<file path="src/rtl/ffha_pkg.sv">
package ffha_pkg;

    localparam int MAX_BLOCKS   = 64;
    localparam int HEADER_BYTES = 16;
    localparam int IDX_W        = $clog2(MAX_BLOCKS);
    localparam int CNT_W        = $clog2(MAX_BLOCKS + 1);
    localparam int SCAN_W       = $clog2(MAX_BLOCKS + 2);

    localparam logic       MODE_ALLOC = 1'b0;
    localparam logic       MODE_FREE  = 1'b1;
    localparam logic [1:0] ST_OK      = 2'd0;
    localparam logic [1:0] ST_ZERO    = 2'd1;
    localparam logic [1:0] ST_FULL    = 2'd2;
    localparam logic [1:0] ST_BAD     = 2'd3;

    localparam logic [1:0] CFG_BASE   = 2'd0;
    localparam logic [1:0] CFG_LIMIT  = 2'd1;

    typedef enum logic [1:0] {
        S_IDLE,
        S_SCAN
    } state_t;

    typedef struct packed {
        logic             mode;
        logic [31:0]      size;
        logic [31:0]      hdr;
        logic [CNT_W-1:0] count;
    } req_t;

    typedef struct packed {
        logic             found;
        logic [IDX_W-1:0] idx;
        logic [31:0]      base;
        logic [31:0]      bytes;
    } probe_t;

    typedef struct packed {
        logic             en;
        logic             mark_only;
        logic [IDX_W-1:0] idx;
        logic [31:0]      base;
        logic [31:0]      bytes;
        logic             is_free;
    } wr_t;

endpackage

</file>
<file path="src/rtl/ffha_cell.sv">
module ffha_cell
    import ffha_pkg::*;
(
    input  logic             aclk,
    input  logic             aresetn,
    input  logic [IDX_W-1:0] cell_idx,
    input  req_t             req,
    input  wr_t              wr,
    input  probe_t           probe_in,
    output probe_t           probe_out
);

    logic [31:0] base_reg;
    logic [31:0] bytes_reg;
    logic        free_reg;
    probe_t      probe_reg;
    probe_t      probe_next;
    logic        live;
    logic        hit;

    always_comb begin
        live = ({1'b0, cell_idx} < req.count);
        if (req.mode == MODE_ALLOC) begin
            hit = live && free_reg && (bytes_reg >= req.size);
        end else begin
            hit = live && (base_reg == req.hdr);
        end
        probe_next = probe_in;
        if (!probe_in.found && hit) begin
            probe_next.found = 1'b1;
            probe_next.idx   = cell_idx;
            probe_next.base  = base_reg;
            probe_next.bytes = bytes_reg;
        end
    end

    always_ff @(posedge aclk) begin
        if (!aresetn) begin
            probe_reg.found <= 1'b0;
        end else begin
            probe_reg.found <= probe_next.found;
        end
        probe_reg.idx   <= probe_next.idx;
        probe_reg.base  <= probe_next.base;
        probe_reg.bytes <= probe_next.bytes;
        if (wr.en && wr.idx == cell_idx) begin
            free_reg <= wr.is_free;
            if (!wr.mark_only) begin
                base_reg  <= wr.base;
                bytes_reg <= wr.bytes;
            end
        end
    end

    assign probe_out = probe_reg;

endmodule

</file>
<file path="config.mk">
export PLATFORM = sky130hd
export DESIGN_NAME = ffha_cell
export DESIGN_NICKNAME = d
export VERILOG_FILES = /design/src/rtl/ffha_pkg.sv /design/src/rtl/ffha_cell.sv
export SDC_FILE = /design/constraint.sdc
export NUM_CORES = 1
export LEC_CHECK = 0
export BUFFER_PORTS_ARGS = -buffer_cell sky130_fd_sc_hd__clkbuf_2
export CAP_MARGIN = 20
export CORE_MARGIN = 5
export CORE_UTILIZATION = 41
export DETAILED_ROUTE_END_ITERATION = 10
export PLACE_DENSITY = 0.77
export SLEW_MARGIN = 15
export SYNTH_ARGS = -nofsm -noshare
export SYNTH_HDL_FRONTEND = slang
export SYNTH_SLANG_ARGS = --single-unit
export TNS_END_PERCENT = 20
</file>
<file path="constraint.sdc">
create_clock -name aclk -period 6.9 [get_ports aclk]
set_clock_uncertainty 0.05 [all_clocks]
set_input_delay 0.345 -clock aclk [delete_from_list [all_inputs] [get_ports aclk]]
set_output_delay 0.345 -clock aclk [all_outputs]
set_load 0.005 [all_outputs]
</file>
=== Word level (Yosys, flattened, before mapping) ===
Index checks and enable logic that the tools add are counted.

* Magnitude comparators: 2
* Equal/unequal tests: 2
* Mux-type cells: 2
* Bitwise gates (word level): 1
* Reductions and logical operators: 7

{| class="wikitable"
|+ Operator list
! operator !! count
|-
| 71-bit two-way mux || 1
|-
| 32-bit == test || 1
|-
| 32-bit greater-or-equal comparator || 1
|-
| 6-bit by 7-bit less-than comparator with 1-bit output || 1
|-
| 6-bit == test || 1
|-
| 1-bit logical AND || 5
|-
| 2-bit AND reduction || 1
|-
| 1-bit logical NOT || 1
|-
| 1-bit two-way mux || 1
|-
| 1-bit NOT || 1
|}

* Register bits after elaboration: 136
* Input port bits: 224
* Output and inout bits: 71
* Logic and storage cells: 21

=== Logic depth before layout (Yosys ltp) ===
* Depth in word-level cells: 6
* Depth in mapped cells: 10
* Depth with buffers taken out: 9

=== Least setup slack after synthesis ===
Ideal clock, no wire load.

* Path type: input to register
* Start: input cell_idx[3]
* End: register base_reg[0], enable pin
* Setup time: 0.645 ns
* Data arrival time: 6.699 ns
* Data required time: 6.205 ns
* Setup slack: -0.493 ns
* Stages: 3
* Path buffers: 0
* Cell sequence: xnor2_1 > nand2_1 > nor4_1

* Word-level cells in the longest chain between the ends: 3

{| class="wikitable"
|+ RTL lines
! item !! line !! RTL
|-
| start: declaration || ffha_cell.sv:6 || <nowiki>input logic [IDX_W-1:0] cell_idx,</nowiki>
|-
| 6-bit == test || ffha_cell.sv:46 || <nowiki>if (wr.en && wr.idx == cell_idx) begin</nowiki>
|-
| 1-bit logical AND || ffha_cell.sv:46 ||
|-
| 2-bit AND reduction (no source line) || - ||
|-
| end signal: assignment || ffha_cell.sv:49 || <nowiki>base_reg <= wr.base;</nowiki>
|-
| end: declaration || ffha_cell.sv:13 || <nowiki>logic [31:0] base_reg;</nowiki>
|}

No other way between the ends.
A chain may end at the register's enable or synchronous reset.

==> flow_summary_export.csv <==
group,metric,value,unit
clocking,cts_tree,"done",
synth,synth-async-reset-ratio,0,
synth,yosysSeqAreaShare,0.5988,
drt,vias_per_cell,4.740,
power_and_ir_drop,power.density,246.1,nW/um^2
layout,final_common_cell,"clkbuf_2",
layout,layout-drive-gt1-share,0.5083,
grt,grt_util_all_layers,0.1922,
clocking,cts_buffers,17,
clocking,clock_path_buffers,2,
drt,wl_met1,5254,um
grt,grt_pass1_wl,23840,um
power_and_ir_drop,fin_total_pwr,1.934,mW
drt,first_pass_iters,4,
drt,vias,4266,
place,hpwl,12560,um
setup_path,cp_max_fo,39,
layout,instances_no_fill,900,
clocking,cts_resized,0,
drt,drt-initial-drc-count,139,
layout,antenna_cells,0,
setup_path,start_kind,"flip-flop",
drt,wl_per_cell,17.25,um
synth,ys_types,29,
drt,met3_length,1559,um
setup_path,rr_endpoint,"probe_out[23]",
drt,drc,0,
layout,mostFrequentLayoutCells,"clkbuf_2, dfxtp_1, edfxtp_1",
clocking,insertion_delay,0.41,ns
status,status,"complete, no violations",
sta,grt_setup_unrepaired,"no",
place,place_ws,2.852,ns
sta,drv_slew,0,
sta,max_slew_margin,0.2892,
layout,syn_to_final_growth,39.47,%
setup_path,critPathRequiredTime,7.14,ns
synth,syn-cell-area,5633,sq um
grt,grt_max_degree,65,
clocking,cts_setup_buffers,0,
power_and_ir_drop,power.static_leakage,3.736,nW
drt,postRouteAntennaNets,0,
clocking,cts_root_buffer,"clkbuf_16",
place,io_buffers,294,
clocking,path_clk_slew,0.06,ns
layout,largest_reg_flops,71,
sta,finalHoldViolCount,0,
clocking,h-tree-depth,4,
sta,clock.fmax,0.2601,GHz
synth,yosys_warnings,0,
setup_path,cp.arrival,4.09,ns
setup_path,worstRegToRegCells,10,
sta,setup_tns,0,ns
grt,grt_pass1_vias,4748,
die,io_pins,295,
synth,synth_edf_count,65,
setup_path,reg2reg_from,"bytes_reg[0]",
drt,dr_wl_met2,8400,um
synth,avgSynthCellArea,13.98,sq um
setup_path,crit_type,"reg2reg",
place,place.gp.congestion,0.8543,
setup_path,r2r_slack,3.05,ns
hold_path,hold_path_end,"base_reg[19]",
grt,antenna_found_initial,0,
hold_path,holdPathStages,1,
hold_path,hold_path_class,"in2reg",
die,initial_core_util,0.4220,
die,die_area,16180,sq um
hold_path,min_from,"wr[52]",
sta,tightest_slew,1.062,ns
sta,fin_crit_sh,0.5573,
die,die_w,127.2,um
sta,hold_ws,0.05818,ns
sta,finalSetupViolations,0,
sta,fin_crit,3.845,ns
die,rows,42,
synth,synth_fp_nets,664,
power_and_ir_drop,vdd_drop_max,202.0,uV
drt,top_layer,"met4",
drt,wl,15530,um
die,core_area,13350,sq um
clocking,hold_buffers,0,
grt,gr-total-overflow,0,
synth,synthCells,403,
synth,synth_ff_type,"dfxtp_1",
layout,num-nets-final,972,
run,drv_cap,0,
place,place_inst,868,
setup_path,cp-end-kind,"flip-flop",
clocking,cts.sinks,136,
synth,ys_ff_latch,136,
sta,post-route-worst-setup-slack,3.055,ns
die,die_height,127.2,um
-- Yosys cell counts, types with 2 or more instances --
library cell  instances  area (sq um)
a21o_1                6         45.04
a21oi_1              15         75.07
buf_6                 7         78.83
dfxtp_1              71          1421
edfxtp_1             65          1952
ha_1                 37         462.9
inv_1                39         146.4
mux2_1               31         349.1
mux2_2               39         439.2
nand2_1               8         30.03
nand2b_1              3         18.77
nand3_1               5         25.02
nand4_1              13         81.33
nor2_1                2         7.510
nor3_1                3         15.01
nor4_1                6         37.54
o21ai_0               4         20.02
o31ai_1               2         15.01
xnor2_1              22         192.7
xor2_1               16         140.1
-- critical path, cell delays in order (launching register included) --
cell and delay, ns:
edfxtp_1 0.38, inv_1 0.07, ha_1 0.21, nand2b_1 0.15, a2111oi_2 0.34, a2111oi_0 0.12, nor4_1 0.33, o21ai_1 0.20
o21ai_4 0.84, buf_4 0.59, mux2_2 0.39
-- kinds of logic (layout without fill, tap and decap cells) --
group	count (synthesis)	count (layout)	share of synthesized area
buf+inv	46	367	0.03998
mux	70	70	0.1399
flops	136	136	0.5988
compound gates	34	34	0.03954
fa+ha+maj	37	37	0.08218
xor+xnor	38	38	0.05908
simple gates	42	42	0.04043
-- cell type report --
cell class              instances  area, sq um
well taps                     176        220.2
inverters                      39        146.4
clock inverters                13        127.6
multi-input cells             221         2049
repair buffers                296         1486
flip-flops and latches        136         3373
clock buffers                  19        452.9
fillers                      1087         5492
-- power by group --
part | internal, mW | leakage, nW | total [mW] | switching [mW]
combinational | 0.101 | 2.27 | 0.172 | 0.0710
sequential | 0.874 | 1.18 | 0.882 | 0.00886
clock | 0.547 | 0.280 | 0.879 | 0.333
-- worst max-delay path by stage --
| stage | start | endpoint | slack [ns] | cells after the start |
|---|---|---|---|---|
| finish | bytes_reg[0] | probe_out[23] | 3.05 | 10 |
| floorplan | cell_idx[3] | base_reg[0] | 2.19 | 3 |
| global placement | req[39] | probe_out[23] | 2.93 | 10 |
| CTS | bytes_reg[0] | probe_out[44] | 2.90 | 10 |
| detailed placement | req[39] | probe_out[44] | 2.85 | 10 |
| global route | bytes_reg[0] | probe_out[6] | 2.72 | 10 |
-- layer usage --
| metal | vias up | GRT usage |
|---|---|---|
| met2 | 207 | 0.3580 |
| met1 | 1969 | 0.1898 |
| met5 | - | 0 |
| met3 | 26 | 0.07972 |
| met4 | 0 | 0.07129 |
| li1 | 2064 | - |
-- metrics by stage --
step / utilization / cell area, sq um
after floorplan: - / 5639
after global placement: 0.5451 / 7276
after detailed placement: 0.5451 / 7276
after CTS: 0.5886 / 7856
after global routing: 0.5886 / 7856
final: 0.5886 / 7856
(Power assumes the default switching activity.)
